==> config.mk <==
export PLATFORM = sky130hd
export DESIGN_NAME = onewire_bus_master
export DESIGN_NICKNAME = d
export VERILOG_FILES = /design/src/hw/rtl/owbm_pkg.sv /design/src/hw/rtl/owbm_front.sv /design/src/hw/rtl/owbm_back.sv /design/src/hw/rtl/onewire_bus_master.sv
export SDC_FILE = /design/constraint.sdc
export NUM_CORES = 1
export LEC_CHECK = 0
export BUFFER_PORTS_ARGS = -buffer_cell sky130_fd_sc_hd__buf_2
export CORE_UTILIZATION = 44
export CTS_BUF_LIST = sky130_fd_sc_hd__clkbuf_4 sky130_fd_sc_hd__clkbuf_8
export DETAILED_ROUTE_END_ITERATION = 6
export GPL_TIMING_DRIVEN = 0
export PLACE_DENSITY_LB_ADDON = 0.25
export SLEW_MARGIN = 20
export SYNTH_ARGS = -nofsm -noshare
export SYNTH_HDL_FRONTEND = slang
export SYNTH_SLANG_ARGS = --single-unit
==> constraint.sdc <==
create_clock -name i_clk -period 4.9 [get_ports i_clk]
set_input_delay 0.735 -clock i_clk [delete_from_list [all_inputs] [get_ports i_clk]]
set_output_delay 0.735 -clock i_clk [all_outputs]
set_load 0.05 [all_outputs]
==> src/hw/rtl/owbm_pkg.sv <==
`timescale 1ns / 1ps

package owbm_pkg;

    // command codes carried by a request
    typedef enum logic [1:0] {
        CMD_TICK  = 2'd0,
        CMD_RESET = 2'd1,
        CMD_WRITE = 2'd2,
        CMD_READ  = 2'd3
    } t_cmd;

    // one classified request on its way from front to back
    typedef struct packed {
        t_cmd       cmd;
        logic [7:0] data;
        logic       line;
    } t_req;

    localparam logic [15:0] HALF_US_RESET = 16'd50;

    // waveform points, in half-microsecond units
    localparam logic [6:0] RST_LOW_UNITS  = 7'd100;
    localparam logic [6:0] PRESENCE_UNITS = 7'd14;
    localparam logic [6:0] RST_REC_UNITS  = 7'd100;
    localparam logic [6:0] WR_DATA_UNITS  = 7'd2;
    localparam logic [6:0] WR_HIGH_UNITS  = 7'd22;
    localparam logic [6:0] WR_SLOT_UNITS  = 7'd34;
    localparam logic [6:0] RD_REL_UNITS   = 7'd2;
    localparam logic [6:0] RD_SAMP_UNITS  = 7'd3;
    localparam logic [6:0] RD_HIGH_UNITS  = 7'd13;
    localparam logic [6:0] RD_SLOT_UNITS  = 7'd25;

    localparam logic [2:0] LAST_BIT = 3'd7;

endpackage

==> src/hw/rtl/owbm_front.sv <==
`timescale 1ns / 1ps

module owbm_front
    import owbm_pkg::*;
(
    input  logic       i_clk,
    input  logic       i_rst_n,
    input  logic       i_valid,
    output logic       o_ready,
    input  logic [1:0] i_action,
    input  logic [7:0] i_data_byte,
    input  logic       i_line_in,
    output logic       o_req_valid,
    output t_req       o_req,
    input  logic       i_req_pop
);

    t_req       r_q [2];
    logic       r_wr_ptr;
    logic       r_rd_ptr;
    logic [1:0] r_count;
    logic       push;
    t_req       req_in;

    always_comb begin
        req_in.data = i_data_byte;
        req_in.line = i_line_in;
        case (i_action)
            CMD_RESET: req_in.cmd = CMD_RESET;
            CMD_WRITE: req_in.cmd = CMD_WRITE;
            CMD_READ:  req_in.cmd = CMD_READ;
            default:   req_in.cmd = CMD_TICK;
        endcase
    end

    assign o_ready     = (r_count != 2'd2);
    assign push        = i_valid && o_ready;
    assign o_req_valid = (r_count != 2'd0);
    assign o_req       = r_q[r_rd_ptr];

    always_ff @(posedge i_clk) begin
        if (!i_rst_n) begin
            r_wr_ptr <= 1'b0;
            r_rd_ptr <= 1'b0;
            r_count  <= 2'd0;
        end else begin
            if (push) begin
                r_wr_ptr <= ~r_wr_ptr;
            end
            if (i_req_pop) begin
                r_rd_ptr <= ~r_rd_ptr;
            end
            case ({push, i_req_pop})
                2'b10:   r_count <= r_count + 2'd1;
                2'b01:   r_count <= r_count - 2'd1;
                default: r_count <= r_count;
            endcase
        end
    end

    always_ff @(posedge i_clk) begin
        if (push) begin
            r_q[r_wr_ptr] <= req_in;
        end
    end

endmodule

==> src/hw/rtl/owbm_back.sv <==
`timescale 1ns / 1ps

module owbm_back
    import owbm_pkg::*;
(
    input  logic        i_clk,
    input  logic        i_rst_n,
    input  logic [15:0] i_half_us_ticks,
    input  logic        i_req_valid,
    input  t_req        i_req,
    output logic        o_req_pop,
    output logic        o_valid,
    input  logic        i_ready,
    output logic        o_pin_output_enable,
    output logic        o_pin_level,
    output logic        o_busy_res,
    output logic        o_done_res,
    output logic [7:0]  o_read_data,
    output logic        o_presence,
    output logic        o_rejected
);

    typedef enum logic [2:0] {
        PH_IDLE,
        PH_RST_LOW,
        PH_RST_WAIT,
        PH_RST_REC,
        PH_WRITE,
        PH_READ
    } t_phase;

    t_phase      r_phase,     n_phase;
    logic [15:0] r_prescale,  n_prescale;
    logic [6:0]  r_unit,      n_unit;
    logic [2:0]  r_bit_pos,   n_bit_pos;
    logic [7:0]  r_shift,     n_shift;
    logic [7:0]  r_read_byte, n_read_byte;
    logic        r_presence,  n_presence;
    logic        r_drive_en,  n_drive_en;
    logic        r_drive_lvl, n_drive_lvl;
    logic        n_done;
    logic        n_rejected;

    logic        r_out_valid;
    logic        r_o_busy;
    logic        r_o_done;
    logic        r_o_rejected;

    logic        step;

    assign step      = i_req_valid && (!r_out_valid || i_ready);
    assign o_req_pop = step;

    always_comb begin
        logic [6:0] unit_inc;
        unit_inc    = r_unit + 7'd1;
        n_phase     = r_phase;
        n_prescale  = r_prescale;
        n_unit      = r_unit;
        n_bit_pos   = r_bit_pos;
        n_shift     = r_shift;
        n_read_byte = r_read_byte;
        n_presence  = r_presence;
        n_drive_en  = r_drive_en;
        n_drive_lvl = r_drive_lvl;
        n_done      = 1'b0;
        n_rejected  = 1'b0;
        if (r_phase != PH_IDLE) begin
            n_rejected = (i_req.cmd != CMD_TICK);
            if (({1'b0, r_prescale} + 17'd1) >= {1'b0, i_half_us_ticks}) begin
                n_prescale = 16'd0;
                n_unit     = unit_inc;
                case (r_phase)
                    PH_RST_LOW: begin
                        if (unit_inc == RST_LOW_UNITS) begin
                            n_drive_lvl = 1'b1;
                            n_drive_en  = 1'b0;
                            n_phase     = PH_RST_WAIT;
                            n_unit      = 7'd0;
                        end
                    end
                    PH_RST_WAIT: begin
                        if (unit_inc == PRESENCE_UNITS) begin
                            n_presence = i_req.line;
                            n_phase    = PH_RST_REC;
                            n_unit     = 7'd0;
                        end
                    end
                    PH_RST_REC: begin
                        if (unit_inc == RST_REC_UNITS) begin
                            n_phase = PH_IDLE;
                            n_unit  = 7'd0;
                            n_done  = 1'b1;
                        end
                    end
                    PH_WRITE: begin
                        if (unit_inc == WR_DATA_UNITS) begin
                            if (r_shift[r_bit_pos]) begin
                                n_drive_lvl = 1'b1;
                            end
                        end else if (unit_inc == WR_HIGH_UNITS) begin
                            n_drive_lvl = 1'b1;
                        end else if (unit_inc == WR_SLOT_UNITS) begin
                            if (r_bit_pos == LAST_BIT) begin
                                n_phase   = PH_IDLE;
                                n_unit    = 7'd0;
                                n_bit_pos = 3'd0;
                                n_done    = 1'b1;
                            end else begin
                                n_bit_pos   = r_bit_pos + 3'd1;
                                n_unit      = 7'd0;
                                n_drive_en  = 1'b1;
                                n_drive_lvl = 1'b0;
                            end
                        end
                    end
                    PH_READ: begin
                        if (unit_inc == RD_REL_UNITS) begin
                            n_drive_en = 1'b0;
                        end else if (unit_inc == RD_SAMP_UNITS) begin
                            if (i_req.line) begin
                                n_shift[r_bit_pos] = 1'b1;
                            end
                        end else if (unit_inc == RD_HIGH_UNITS) begin
                            n_drive_lvl = 1'b1;
                            n_drive_en  = 1'b1;
                        end else if (unit_inc == RD_SLOT_UNITS) begin
                            if (r_bit_pos == LAST_BIT) begin
                                n_read_byte = r_shift;
                                n_phase     = PH_IDLE;
                                n_unit      = 7'd0;
                                n_bit_pos   = 3'd0;
                                n_done      = 1'b1;
                            end else begin
                                n_bit_pos   = r_bit_pos + 3'd1;
                                n_unit      = 7'd0;
                                n_drive_en  = 1'b1;
                                n_drive_lvl = 1'b0;
                            end
                        end
                    end
                    default: begin
                        n_phase = PH_IDLE;
                    end
                endcase
            end else begin
                n_prescale = r_prescale + 16'd1;
            end
        end else if (i_req.cmd != CMD_TICK) begin
            n_bit_pos   = 3'd0;
            n_unit      = 7'd0;
            n_prescale  = 16'd0;
            n_drive_en  = 1'b1;
            n_drive_lvl = 1'b0;
            case (i_req.cmd)
                CMD_RESET: n_phase = PH_RST_LOW;
                CMD_WRITE: begin
                    n_shift = i_req.data;
                    n_phase = PH_WRITE;
                end
                default: begin
                    n_shift = 8'd0;
                    n_phase = PH_READ;
                end
            endcase
        end
    end

    always_ff @(posedge i_clk) begin
        if (!i_rst_n) begin
            r_phase      <= PH_IDLE;
            r_prescale   <= 16'd0;
            r_unit       <= 7'd0;
            r_bit_pos    <= 3'd0;
            r_shift      <= 8'd0;
            r_read_byte  <= 8'd0;
            r_presence   <= 1'b1;
            r_drive_en   <= 1'b1;
            r_drive_lvl  <= 1'b1;
            r_out_valid  <= 1'b0;
            r_o_busy     <= 1'b0;
            r_o_done     <= 1'b0;
            r_o_rejected <= 1'b0;
        end else begin
            if (step) begin
                r_phase      <= n_phase;
                r_prescale   <= n_prescale;
                r_unit       <= n_unit;
                r_bit_pos    <= n_bit_pos;
                r_shift      <= n_shift;
                r_read_byte  <= n_read_byte;
                r_presence   <= n_presence;
                r_drive_en   <= n_drive_en;
                r_drive_lvl  <= n_drive_lvl;
                r_o_busy     <= (n_phase != PH_IDLE);
                r_o_done     <= n_done;
                r_o_rejected <= n_rejected;
                r_out_valid  <= 1'b1;
            end else if (i_ready) begin
                r_out_valid  <= 1'b0;
            end
        end
    end

    assign o_valid             = r_out_valid;
    assign o_pin_output_enable = r_drive_en;
    assign o_pin_level         = r_drive_lvl;
    assign o_busy_res          = r_o_busy;
    assign o_done_res          = r_o_done;
    assign o_read_data         = r_read_byte;
    assign o_presence          = r_presence;
    assign o_rejected          = r_o_rejected;

`ifndef SYNTHESIS
    // a completed sequence always lands back in idle
    a_done_idle: assert property (@(posedge i_clk) disable iff (!i_rst_n)
        (r_out_valid && r_o_done) |-> (!r_o_busy && (r_phase == PH_IDLE)))
        else $error("done reported while still busy");

    // bus released while waiting for the presence pulse
    a_presence_released: assert property (@(posedge i_clk) disable iff (!i_rst_n)
        (r_phase == PH_RST_WAIT) |-> !r_drive_en)
        else $error("pin driven during presence wait");

    // bit index only advances inside a byte transfer
    a_bit_pos_phase: assert property (@(posedge i_clk) disable iff (!i_rst_n)
        (r_bit_pos != 3'd0) |-> ((r_phase == PH_WRITE) || (r_phase == PH_READ)))
        else $error("bit position outside a byte transfer");

    // a rejected request is only reported while a sequence was running
    a_reject_busy: assert property (@(posedge i_clk) disable iff (!i_rst_n)
        (step && n_rejected) |-> (r_phase != PH_IDLE))
        else $error("request rejected while idle");
`endif

endmodule

==> src/hw/rtl/onewire_bus_master.sv <==
`timescale 1ns / 1ps

// 1-Wire bus master timing sequencer. Every request is one clock tick of the
// sequencer and carries an action (tick only, reset pulse, write byte, read
// byte), the byte to write and the sampled bus level; every request returns
// exactly one response with pin direction, pin level, busy, done, the last
// byte read, the presence bit and a rejected flag for actions that arrive
// while a sequence runs. Timing is counted in half-microsecond units, each
// unit being half_us_ticks requests long (zero acts as one). Throughput is
// one request per clock cycle while the queue has room and responses are
// taken; a request passes the request queue, then the sequencer step that
// loads the response register. The half_us_ticks register is written through
// its own channel and must only be changed while no requests are outstanding.
module onewire_bus_master
    import owbm_pkg::*;
(
    input  logic        i_clk,
    input  logic        i_rst_n,
    // request channel
    input  logic        i_valid,
    output logic        o_ready,
    input  logic [1:0]  i_action,
    input  logic [7:0]  i_data_byte,
    input  logic        i_line_in,
    // configuration write channel
    input  logic        i_cfg_valid,
    output logic        o_cfg_ready,
    input  logic [15:0] i_cfg_half_us_ticks,
    // response channel
    output logic        o_valid,
    input  logic        i_ready,
    output logic        o_pin_output_enable,
    output logic        o_pin_level,
    output logic        o_busy_res,
    output logic        o_done_res,
    output logic [7:0]  o_read_data,
    output logic        o_presence,
    output logic        o_rejected
);

    // requests (sequencer ticks) per timing unit
    logic [15:0] r_half_us_ticks;

    // classified requests between front and back
    t_req req;
    logic req_valid;
    logic req_pop;

    // configuration is always accepted
    assign o_cfg_ready = 1'b1;

    always_ff @(posedge i_clk) begin
        if (!i_rst_n) begin
            r_half_us_ticks <= HALF_US_RESET;
        end else if (i_cfg_valid) begin
            r_half_us_ticks <= i_cfg_half_us_ticks;
        end
    end

    // front: takes requests, decodes the action, holds them in a short queue
    owbm_front u_front (
        .i_clk       (i_clk),
        .i_rst_n     (i_rst_n),
        .i_valid     (i_valid),
        .o_ready     (o_ready),
        .i_action    (i_action),
        .i_data_byte (i_data_byte),
        .i_line_in   (i_line_in),
        .o_req_valid (req_valid),
        .o_req       (req),
        .i_req_pop   (req_pop)
    );

    // back: runs the waveform sequencer one request per step, registers the response
    owbm_back u_back (
        .i_clk               (i_clk),
        .i_rst_n             (i_rst_n),
        .i_half_us_ticks     (r_half_us_ticks),
        .i_req_valid         (req_valid),
        .i_req               (req),
        .o_req_pop           (req_pop),
        .o_valid             (o_valid),
        .i_ready             (i_ready),
        .o_pin_output_enable (o_pin_output_enable),
        .o_pin_level         (o_pin_level),
        .o_busy_res          (o_busy_res),
        .o_done_res          (o_done_res),
        .o_read_data         (o_read_data),
        .o_presence          (o_presence),
        .o_rejected          (o_rejected)
    );

endmodule
---- After elaboration in Yosys (flattened, before gate mapping) ----
Memories as Yosys holds them, arrays and structs flattened. A register that Yosys moved wholly into a read port is not among the register bits.
Index checks and enable logic that the tools add are counted.
storage, ports and cells
  register bits ........................... 72
  RAM bits ................................ 22
  bits of input ports ..................... 32
  output and inout bits ................... 17
  word-level logic and storage cells ...... 201
  memories kept ........................... 1
cells by class
  add/subtract/negate cells ............... 6
  magnitude comparators ................... 3
  equal/unequal tests ..................... 43
  muxes and demuxes ....................... 104
  bitwise gates (word level) .............. 6
  reductions and logical operators ........ 21
memories
  name         words  width  read ports  clocked after Yosys merged registers in  write ports  RTL line          text
  u_front.r_q  2      11     1           1                                        1            owbm_front.sv:18  t_req r_q [2];
operator list
  cell                                            count
  2-to-1 mux 7 bit                                12
  2-to-1 mux 3 bit                                25
  2-to-1 mux 8 bit                                7
  2-to-1 mux 16 bit                               3
  2-to-1 mux 1 bit                                45
  case mux 7 bit (4 select lines)                 1
  inequality test 3 bit (second input constant)   9
  AND reduction 10 bit                            2
  adder 16 x 1 -> 17 bit (second input constant)  1
  greater-or-equal comparator 17 x 16 -> 1 bit    1
  adder 16 x 1 -> 16 bit (second input constant)  1
  inequality test 4 bit (second input constant)   4
  case mux 8 bit (2 select lines)                 1
  case mux 3 bit (5 select lines)                 1
  == test 7 x 2 -> 1 bit (second input constant)  2
  == test 7 x 4 -> 1 bit (second input constant)  2
  == test 7 x 5 -> 1 bit (second input constant)  2
  case mux 3 bit (2 select lines)                 2
  AND reduction 11 bit                            1
  inequality test 2 bit (second input constant)   5
  inequality test 5 bit (second input constant)   2
  nonzero test 2 bit                              5
  == test 3 bit (second input constant)           3
  case mux 1 bit (3 select lines)                 3
  other kinds (29)                                43

---- Logic depth before layout (Yosys ltp) ----
  word-level depth ........................ 11
  depth in mapped cells ................... 17
  gate-level depth less buffers ........... 14

---- Modules after synthesis ----
From an unflattened synthesis, not the netlist that was laid out.
second synthesis, totals
  cell total of the unflattened synthesis .. 624
  area, all modules ....................... 5547.8 um^2
modules (own cells, without submodules)
  module              times used  cells each  area each (um^2)  sequential area each (um^2)
  owbm_back           1           512         3903.7            1041.0
  owbm_front          1           59          1024.7            760.7
  onewire_bus_master  1           53          619.3             320.3

---- Worst setup path after synthesis ----
OpenSTA, ideal clock, no wires.
  path type ............................... register to register
  start point ............................. register u_back.r_prescale[0]
  end point ............................... register u_back.r_prescale[10]
  library setup time ...................... 0.064 ns
  data arrival time ....................... 3.842 ns
  data required time ...................... 4.836 ns
  path slack .............................. 0.994 ns
  cell stages (with the launch flop) ...... 18
  buffers on the path ..................... 3
  period minus slack after synthesis ...... 3.906 ns
  path through ............................ dfxtp_1 > ha_1 > nand3_1 > nor3_1 > and3_1 > buf_2 > and3_1 > nand3_1 > xnor2_1 > ha_1 > a211o_1 > a211o_1 > o221a_2 > o31ai_1 > buf_2 > nand2_2 > buf_2 > nor2_1
between the ends
  word-level cells in the longest chain between the ends .. 4
  elaborated cells on any way between the ends .. 5
  classes of those cells .................. add/sub (2); order compare (1); mux (2)
RTL lines
  element                                       RTL line          text
  start, declared                               owbm_back.sv:33   logic [15:0] r_prescale, n_prescale;
  start signal, assigned                        owbm_back.sv:187  r_prescale <= n_prescale;
  adder 16 x 1 -> 17 bit                        owbm_back.sv:70   if (({1'b0, r_prescale} + 17'd1) >= {1'b0, i_half_us_ticks}) begin
  greater-or-equal comparator 17 x 16 -> 1 bit  owbm_back.sv:70
  2-to-1 mux 16 bit (*)                         owbm_back.sv:70
  2-to-1 mux 16 bit (*)                         owbm_back.sv:68   if (r_phase != PH_IDLE) begin
Every way passes the cells marked *; elsewhere a longest branch is shown, timed or not.
A chain may end at the register's enable or synchronous reset.

---- Worst setup path after layout ----
  start point ............................. register u_back.r_prescale[0]
  end point ............................... register u_back.r_prescale[13]
The elaborated chain is that of the path after synthesis.

==> results.md <==
* Most frequent CP cell: buf_2
* Critical path cell sequence: ha_1, nand3_1, nor3_1, and3_1, buf_2, and3_1, nand3_1, xnor2_1, ha_1, a211o_1, a211o_1, o221a_2, o31ai_2, buf_2, nand2_2, buf_2, nor2_1
* RD Place Congestion at 0.904
* Syn nets at 654
* CP Max Fanout at 10
* Area delta synth->final at 11.0%
* Total Wirelength at 12700 um
* Setup TNS Final at 0 ns
* Final net count at 708
* Final Max Tran Viols at 0
* Initial antenna violation count at 0
* Post-route minimum period at 4.57 ns
* HPWL Detailed at 9600 um
* Post-synth ARST share at 0%
* Fillers at 1149
* H-tree Lvls at 3
* Fraction of layout cells with a size suffix above 1 at 12.2%
* Outcome: finished clean
* ANT cells at 0
* CTS tree: built
* Vias at 4484
* PostCTS Resize Cnt at 0
* Worst Max-Slew Pin Slew at 0.888 ns
* Port bufs at 43
* DP Area at 5840 um2
* Sequential-to-total area share from yosys stat at 39.0%
* Vias in the first global route at 4401
* Clk Latency, worst-skew pair at 0.39 ns
* Top Ports at 49
* GRT Util Overall at 21.2%
* DIE AREA at 12800 um2
* Top_reg_cell synth: dfxtp_1
* 1st-pass router iterations at 4
* Post-synth EDFFs at 22
* First-pass GRT wire length at 21300 um
* Core ar. at 12000 um2
* Clock Sinks at 95
* Top Family by Delay on Critical Path: simple AND/OR/NAND/NOR gates
* Fmax at 219 MHz
* Startpoint Class: register
* Slowest stage delay, CP at 0.43 ns
* # Post-CTS Setup Buffers at 0
* CTS Hold Buffers Added at 0
* CP endpoint kind: register
* Synth warn at 0
* CP max stage cell: dfxtp_1
* Most frequent cells in the layout: 73 x dfxtp_1, 58 x nor2_1, 47 x buf_2
* Die H at 113 um
* Worst hold path class: register to register
* Worst Path Arrival at 4.88 ns
* Finished Cell Area at 6040 um2
* DRC viols at 0
* Clock root cell: clkbuf_8
* Syn Inst Count at 597
* RSZ-0062 raised after global routing: false
* Max capacitance violation total at 0
* Antenna-violating nets left at 0
* Slew HR at 40.6%
* Period utilisation layout at 93.2%
* Final core occ at 50.3%
* Clock-pin transition on the worst setup and hold timing paths at 0.08 ns
* Most common cell after layout, fill and taps aside: dfxtp_1
* Detailed Route Iter0 Violations at 236
* Worst VDD drop at 0.312 mV
* Clock Path Buffers at 2
* Synthesized flop and latch total at 95
* Crit path required time at 5.21 ns
* P per Cell Area at 355 nW/um2
* Synthesized area at 5440 um2
* Final setup viols at 0
* DR vias/cell at 5.58
* Syn_area_per_cell at 9.12 um2
* Cell row count at 40
* P_leak at 0.00235 uW
* Total power at 2150 uW
* WL/cell at 15.8 um
* CP bufs+invs at 3
* Pin count of the biggest net entering global routing at 16
* WHS at 0.488 ns
* Initial core utilization at 45.3%
* Total congestion overflow at 0
* CTS buffer count at 9
* Hold Vio Cnt, Final at 0
* Critical path class: register to register
* Die width at 113 um
* Clock skew at 0.0166 ns
* Synth unique cells at 77
-- path summary, 6_finish.rpt --
path	from	cells after the start	slack, ns	end
setup / recovery	u_back.r_prescale[0]	17	0.33	u_back.r_prescale[13]
hold / removal	u_back.o_rejected	2	0.49	u_back.o_rejected
setup reg to reg	u_back.r_prescale[0]	17	0.33	u_back.r_prescale[13]
hold reg to reg	u_back.o_rejected	2	0.49	u_back.o_rejected
-- sequential cells by signal, indices dropped and copies added, names as in the netlist, 2 cells and up, named ones only --
name                count
r_half_us_ticks        16
u_back.o_read_data      8
u_back.r_bit_pos        3
u_back.r_phase          3
u_back.r_prescale      16
u_back.r_shift          8
u_back.r_unit           7
u_front.r_count         2
u_front.r_q            22
-- layer usage --
layer | track usage (%) | wire [um]
met1 | 26.7 | 5910
met2 | 35.8 | 6040
met3 | 4.28 | 521
met4 | 8.16 | 255
met5 | 0 | 0
-- power by group --
part           switching (uW)  total (uW)  internal, uW
registers                47.9         928           880
logic                     460         697           236
clock network             274         522           247
total                     782        2150          1360
-- synthesized netlist by cell type, types with 5 or more instances --
cell,n,area (um2)
a211oi_1,5,37.5
a21oi_1,19,95.1
a31oi_1,8,50.1
and2_1,7,43.8
and3_1,11,68.8
clkbuf_1,31,116
dfxtp_1,73,1460
edfxtp_1,22,661
ha_1,25,313
inv_1,25,93.8
mux2i_1,38,380
nand2_1,44,165
nand3_1,15,75.1
nand4_1,12,75.1
nor2_1,58,218
nor2b_1,26,163
nor3_1,11,55.1
nor3b_1,5,37.5
o21a_1,8,60.1
o21ai_0,8,40.0
o21ai_1,10,50.1
o221a_1,8,90.1
or3_1,6,37.5
xnor2_1,17,149
xor2_1,20,175
-- area by class of cell --
class	instances	area, um2	area share, %
Tap cell	147	184	3.04
Sequential cell	95	2120	35.1
Buffer	39	166	2.75
Inverter	27	101	1.68
Timing Repair Buffer	43	215	3.56
Multi-Input combinational cell	436	3060	50.6
Clock inverter	5	57.6	0.952
Clock buffer	11	139	2.30
-- logic make-up after synthesis --
| family | synth area share, % |
|---|---|
| simple gates | 20.2 |
| compound gates | 16.2 |
| flops | 39.0 |
| buf+inv | 4.92 |
| mux | 7.61 |
| xor+xnor | 6.25 |
| fa+ha+maj | 5.75 |
| other cells | 0.0689 |
-- worst min-delay path, stage by stage, from the launching register on --
cell,delay [ns]
dfxtp_1,0.32
nand2_1,0.05
a21boi_0,0.07
-- metrics by stage --
stage	cells	setup slack [ns]
global route	803	0.0448
floorplan	597	0.994
finish	803	0.331
detailed placement	787	0.274
CTS	803	0.235
global placement	787	0.371
Power figures use the tool's default switching activity.
